==> src/rtl/bfsp_pkg.sv <==
// ----------------------------------------------------------------------------
// bfsp_pkg
// Shared types and constants of the shortest-path engine.
// ----------------------------------------------------------------------------
package bfsp_pkg;

  localparam int unsigned MaxVertices = 256;
  localparam int unsigned MaxEdges    = 4096;
  localparam int unsigned WeightBits  = 16;
  localparam int unsigned VertBits    = $clog2(MaxVertices);
  localparam int unsigned CountBits   = $clog2(MaxVertices + 1);
  localparam int unsigned EdgeBits    = $clog2(MaxEdges);
  localparam int unsigned TotalBits   = $clog2(MaxEdges + 1);
  localparam logic [WeightBits-1:0] InfDist = '1;

  typedef enum logic [1:0] {
    OP_CLEAR = 2'd0,
    OP_ADD   = 2'd1,
    OP_RUN   = 2'd2,
    OP_READ  = 2'd3
  } op_e;

  typedef enum logic [1:0] {
    ST_OK    = 2'd0,
    ST_CYCLE = 2'd1,
    ST_FULL  = 2'd2,
    ST_RANGE = 2'd3
  } status_e;

  typedef enum logic [3:0] {
    S_IDLE,
    S_DECODE,
    S_RUN_INIT,
    S_PASS_START,
    S_SCAN,
    S_DIST_RD,
    S_RELAX,
    S_PASS_END,
    S_FINISH,
    S_RESULT
  } state_e;

  typedef struct packed {
    logic load;        // latch input transaction
    logic exec_clear;
    logic exec_add;
    logic run_reject;
    logic run_init;
    logic pass_start;
    logic edge_rd;
    logic dist_rd;
    logic relax;
    logic pass_end;
    logic run_done;
    logic read_issue;
    logic res_load;
  } cmd_t;

  typedef struct packed {
    op_e  op;
    logic start_oor;
    logic scan_end;
    logic improve;
    logic final_pass;
    logic out_free;
  } stat_t;

endpackage

==> src/rtl/bfsp_ctrl.sv <==
// ----------------------------------------------------------------------------
// bfsp_ctrl
// Sequencer: decodes transactions and steps the relaxation passes.
// ----------------------------------------------------------------------------
module bfsp_ctrl (
  input  logic            clk_i,
  input  logic            rst_ni,
  input  logic            in_valid_i,
  output logic            in_ready_o,
  input  bfsp_pkg::stat_t stat_i,
  output bfsp_pkg::cmd_t  cmd_o
);

  bfsp_pkg::state_e state_q, state_d;

  always_ff @(posedge clk_i or negedge rst_ni) begin
    if (!rst_ni) begin
      state_q <= bfsp_pkg::S_IDLE;
    end else begin
      state_q <= state_d;
    end
  end

  always_comb begin
    state_d    = state_q;
    cmd_o      = '0;
    in_ready_o = 1'b0;
    unique case (state_q)
      bfsp_pkg::S_IDLE: begin
        in_ready_o = 1'b1;
        if (in_valid_i) begin
          cmd_o.load = 1'b1;
          state_d    = bfsp_pkg::S_DECODE;
        end
      end
      bfsp_pkg::S_DECODE: begin
        unique case (stat_i.op)
          bfsp_pkg::OP_CLEAR: begin
            cmd_o.exec_clear = 1'b1;
            state_d          = bfsp_pkg::S_RESULT;
          end
          bfsp_pkg::OP_ADD: begin
            cmd_o.exec_add = 1'b1;
            state_d        = bfsp_pkg::S_RESULT;
          end
          bfsp_pkg::OP_RUN: begin
            if (stat_i.start_oor) begin
              cmd_o.run_reject = 1'b1;
              state_d          = bfsp_pkg::S_RESULT;
            end else begin
              state_d = bfsp_pkg::S_RUN_INIT;
            end
          end
          default: begin
            cmd_o.read_issue = 1'b1;
            state_d          = bfsp_pkg::S_RESULT;
          end
        endcase
      end
      bfsp_pkg::S_RUN_INIT: begin
        cmd_o.run_init = 1'b1;
        state_d        = bfsp_pkg::S_PASS_START;
      end
      bfsp_pkg::S_PASS_START: begin
        cmd_o.pass_start = 1'b1;
        state_d          = bfsp_pkg::S_SCAN;
      end
      bfsp_pkg::S_SCAN: begin
        if (stat_i.scan_end) begin
          state_d = bfsp_pkg::S_PASS_END;
        end else begin
          cmd_o.edge_rd = 1'b1;
          state_d       = bfsp_pkg::S_DIST_RD;
        end
      end
      bfsp_pkg::S_DIST_RD: begin
        cmd_o.dist_rd = 1'b1;
        state_d       = bfsp_pkg::S_RELAX;
      end
      bfsp_pkg::S_RELAX: begin
        cmd_o.relax = 1'b1;
        // check pass stops at the first relaxable edge
        if (stat_i.final_pass && stat_i.improve) begin
          state_d = bfsp_pkg::S_FINISH;
        end else begin
          state_d = bfsp_pkg::S_SCAN;
        end
      end
      bfsp_pkg::S_PASS_END: begin
        if (stat_i.final_pass) begin
          state_d = bfsp_pkg::S_FINISH;
        end else begin
          cmd_o.pass_end = 1'b1;
          state_d        = bfsp_pkg::S_PASS_START;
        end
      end
      bfsp_pkg::S_FINISH: begin
        cmd_o.run_done = 1'b1;
        state_d        = bfsp_pkg::S_RESULT;
      end
      bfsp_pkg::S_RESULT: begin
        if (stat_i.out_free) begin
          cmd_o.res_load = 1'b1;
          state_d        = bfsp_pkg::S_IDLE;
        end
      end
      default: state_d = bfsp_pkg::S_IDLE;
    endcase
  end

endmodule

==> config.mk <==
export PLATFORM = sky130hd
export DESIGN_NAME = bfsp_ctrl
export DESIGN_NICKNAME = d
export VERILOG_FILES = /design/src/rtl/bfsp_pkg.sv /design/src/rtl/bfsp_ctrl.sv
export SDC_FILE = /design/constraint.sdc
export NUM_CORES = 1
export LEC_CHECK = 0
export ABC_AREA = 1
export BUFFER_PORTS_ARGS = -buffer_cell sky130_fd_sc_hd__buf_2
export CELL_PAD_IN_SITES_DETAIL_PLACEMENT = 1
export CELL_PAD_IN_SITES_GLOBAL_PLACEMENT = 2
export CORE_MARGIN = 2
export CORE_UTILIZATION = 18
export DETAILED_ROUTE_END_ITERATION = 12
export PLACE_DENSITY = 0.83
export SYNTH_ARGS = -nofsm -noshare
export SYNTH_HDL_FRONTEND = slang
export SYNTH_SLANG_ARGS = --single-unit
==> constraint.sdc <==
create_clock -name clk_i -period 1.5 [get_ports clk_i]
set_clock_uncertainty 0.05 [all_clocks]
set_input_delay 0.15 -clock clk_i [delete_from_list [all_inputs] [get_ports clk_i]]
set_output_delay 0.15 -clock clk_i [all_outputs]
set_load 0.01 [all_outputs]
Word-level counts from Yosys, hierarchy flattened
Cells that the tools add are included.
{"block": "word_totals", "regBits": 4, "input_bits": 10, "out_inout_bits": 14, "word_cells": 48}
{"block": "classes", "eq_ne": 13, "n_mux": 29, "n_reduce_logical": 5}
{"op": "4-bit one-hot mux with 10 select lines", "count": 1}
{"op": "4-bit two-way mux", "count": 6}
{"op": "1-bit two-way mux", "count": 20}
{"op": "4-bit by 3-bit equality test with 1-bit output, second input constant", "count": 4}
{"op": "4-bit by 2-bit equality test with 1-bit output, second input constant", "count": 2}
{"op": "4-bit equality test, second input constant", "count": 2}
{"op": "4-bit by 1-bit equality test with 1-bit output, second input constant", "count": 1}
{"op": "4-bit logical NOT", "count": 1}
{"op": "2-bit inequality test, second input constant", "count": 2}
{"op": "3-bit two-way mux", "count": 1}
{"op": "3-bit OR reduction", "count": 1}
{"op": "2-bit by 1-bit equality test with 1-bit output, second input constant", "count": 1}
{"op": "2-bit equality test, second input constant", "count": 1}
{"op": "2-bit logical NOT", "count": 1}
{"op": "2-bit two-way mux", "count": 1}
{"op": "2-bit AND reduction", "count": 1}
{"op": "1-bit logical AND", "count": 1}

Logic depth before layout (Yosys ltp)
{"block": "logic_depth", "word_depth": 4, "ltp_mapped": 8, "depth_no_buf": 8}

Worst setup path before layout
Ideal clock, no wire load.
{"block": "synth_timing", "kind": "register to output", "start": "register state_q[2]", "end": "output cmd_o[1] (netlist name)", "t_arrival_ns": 1.031, "required_ns": 1.300, "slack_ns": 0.269, "path_stages_with_launch": 4, "n_path_buf": 0, "cell_sequence": "dfrtp_1 -> nor2_1 -> nand2_2 -> nor3b_1"}
{"item": "from (decl)", "line": "bfsp_ctrl.sv:14", "source": "bfsp_pkg::state_e state_q, state_d;"}
{"item": "from (signal assigned)", "line": "bfsp_ctrl.sv:18", "source": "state_q <= bfsp_pkg::S_IDLE;"}
{"item": "from (signal assigned)", "line": "bfsp_ctrl.sv:20", "source": "state_q <= state_d;"}
{"item": "to (decl)", "line": "bfsp_ctrl.sv:11", "source": "output bfsp_pkg::cmd_t cmd_o"}

==> metrics.txt <==
die area=approximately 2700 um^2; flip-flop count of the largest register, all copies and words added=4; critical path data arrival time=1.25 ns; initial antenna violation count=0; largest net degree at the start of global routing=7; Fin. Hold Viols=0; cell class contributing the biggest share of worst-path delay=flip-flops; clk root buf=clkbuf_4; crit share post-route=between 90% and 100%; Post-Route Utilization=29.18%; average cell area after synthesis=5.727 um^2; RSZ-0062 raised after global routing=true; initial core utilization=a little under a fifth; area of all placed cells without fillers=about 630 um^2; slew of the pin with the lowest slew margin=0.2294 ns; number of placed instances with taps included=around 120; number of nets with antenna violations after routing=0; CTS clock-pin slew for the worst setup and hold paths=~0.04 ns; net switching power figure=about 0.65 mW; setup-violating endpoint count in the final report=0; number of standard cells in the layout, taps in and fillers out=between 100 and 150; crit path kind=reg2out; part of the total power dissipated in sequential elements=22.0%; CTS tree=yes; maximum ir drop on the vdd rail=0.7473 mV; area of the placeable core=2170 um^2; power density cells=about 1900 nW/um^2; number of buffer and inverter stages on the critical path=4; Synth cell types=16; HP Class=in2reg; DRC violation count after routing=0; largest fanout of any net on the critical path=5; number of clock buffers inserted by TritonCTS=3; starting DRC count in detailed routing=8; number of placed I/O pins=24; P_int=about 0.55 mW; Die Y=approximately 50 um; source-to-sink clock delay at the later pin of the worst-skew pair=between 0.2 and 0.25 ns; sequential area share after synthesis=about a quarter; remaining global-route overflow=0; min cycle time layout=roughly 1.4 ns; part of the total power dissipated in the clock network=10.6%; first-pass iteration count of the detailed router=4; number of global-route vias before repair=about 550; combinational share of power=67.4%; required time of the critical path=~1.3 ns; flops & latches, synth=4; fmax=between 600 and 700 MHz; static power due to leakage=between 0.3 and 0.4 nW; routed wire length=~1400 um; wire length of the first global-routing pass=2263 um; clock sink total=4; count of filler cells inserted in the layout=between 300 and 400; series of cell instances along the critical path=inv_2 -> nand2_2 -> inv_2 -> nand3_2 -> inv_1 -> buf_2; deepest clock path buffer count=2; crit-path most repeated cell=inv_2; Area Growth Syn to Fin=55.69%; DIE WIDTH=between 50 and 60 um; final-stage net count=between 100 and 150; kind of start point of the critical path=flip-flop; Max Slew Vio Count=0; net count after synthesis=81; number of standard-cell rows in the floorplan=17; total via count in the routed design=about 560; H-Tree Level Count=1; crit path capture type=output port; stage delay of the slowest cell on the critical path=about 0.44 ns; routability-driven placement congestion ratio=0.7198; synthesized cell area=406.6 um^2; Vias per Instance=approximately 4.4; Post-Place Cell Area=between 500 and 600 um^2; total number of yosys warnings=0; count of port buffers added during placement=23; status=finished clean; fraction of layout cells with a size suffix above 1=around 45%; Power, Total=about 1.2 mW; Rel. slew slack=between 80% and 90%; Global Route Usage Sum=11.23%; count of maximum capacitance violations=0; slowest stage cell, crit path=dfrtp_2; Post-Synthesis Cells=71; hpwl dp=about 1200 um; switching share of power=approximately 54%; hold slack final=between 0.15 and 0.2 ns; average wire length per cell after detail routing=between 10 and 15 um; antenna diode count=0; register ranked first by flip-flop count=state_q; biggest registers after layout=state_q: 4 flops
## synth_stat cells
cell type	instances	area (um^2)
o21ai_0	1	5.000
nand2_2	3	18.77
a21oi_1	2	10.01
nor3b_1	1	7.510
nand3_2	1	10.01
nand4_2	1	12.51
nand4_1	1	6.260
nor2_2	2	12.51
nor3_1	6	30.03
inv_2	3	11.26
nand2_1	16	60.06
nand3_1	6	30.03
nor4_1	1	6.260
nor2_1	9	33.78
dfrtp_1	4	100.1
inv_1	14	52.55
## repair_timing
action | in CTS | in global routing
hold endpoints to repair | 4 | 0
gates resized for setup | 1 | 9
hold buffers | 1 | 0
setup buffers | 1 | 0
pin swaps | 1 | 1
setup endpoints to repair | 3 | 8
## kinds of logic after synthesis
logic type / after synthesis / synth area share [%]
AND/OR/NAND/NOR: 47 / 56.00
buffers and inverters: 17 / 15.69
flip-flops: 4 / 24.62
AO/OA/AOI/OAI: 3 / 3.691
## worst reg2reg max path, stage by stage, from the launching register on
cell and delay, ns:
dfrtp_1 0.44, inv_2 0.12, nand2_1 0.11, nor2_1 0.17, nand2_1 0.07, nand3_1 0.09, nand2_1 0.06, nand2_1 0.06
## power groups by stage
stage                     clock, mW  sequential, mW  combinational (mW)
after floorplan                   0           0.227               0.502
after global placement            0           0.236               0.716
after detailed placement          0           0.243               0.725
after CTS                     0.134           0.235               0.765
after global routing          0.140           0.271               0.920
final                         0.126           0.263               0.807
## routing by layer
metal	global-route usage [%]	vias to the layer above	wire, um
li1	-	279	-
met1	12.99	264	547
met2	20.94	14	744
met3	1.437	0	75
met4	3.947	0	0
met5	0	-	0
## cells in the final DEF, fill, tap and decap left out
master,count
nor3_1,4
dlygate4sd3_1,1
nand2_1,16
nor2_1,8
nor3b_2,1
nand4_1,1
nand2_2,3
nand4_2,1
buf_4,1
inv_1,13
nand3_2,1
buf_2,23
clkbuf_4,3
nor2_2,1
nor2_4,2
inv_2,4
a21oi_1,2
dfrtp_2,2
nand3_1,6
o21ai_0,1
nor3_2,2
nor4_2,1
dfrtp_1,2
## per-stage QoR
stage          setup TNS (ns)  setup slack (ns)
3_3_place_gp                0            0.2346
3_5_place_dp                0            0.1880
4_1_cts                     0          0.001703
5_1_grt               -0.1813          -0.05925
2_1_floorplan               0            0.2693
6_report                    0           0.05142
## layout make-up
type	count	area, um^2	share of cell area, %
well taps	28	35.03	5.534
repair buffers	25	132.6	20.95
multi-input cells	50	276.5	43.68
clock buffers	3	22.52	3.557
flip-flops and latches	4	102.6	16.21
inverters	17	63.81	10.08
## final timing paths
kind,startpoint,to,slack [ns],depth (start not counted)
max,state_q[3]$_DFFE_PN0P_,cmd_o[3],0.05,6
min,stat_i[3],state_q[1]$_DFFE_PN0P_,0.18,3
max reg2reg,state_q[1]$_DFFE_PN0P_,state_q[0]$_DFFE_PN0P_,0.27,7
min reg2reg,state_q[3]$_DFFE_PN0P_,state_q[0]$_DFFE_PN0P_,0.64,2
max in group asynchronous,rst_ni,state_q[2]$_DFFE_PN0P_,1.07,2
min in group asynchronous,rst_ni,state_q[3]$_DFFE_PN0P_,0.20,2
Note: power is estimated with default switching activity, not from simulation.
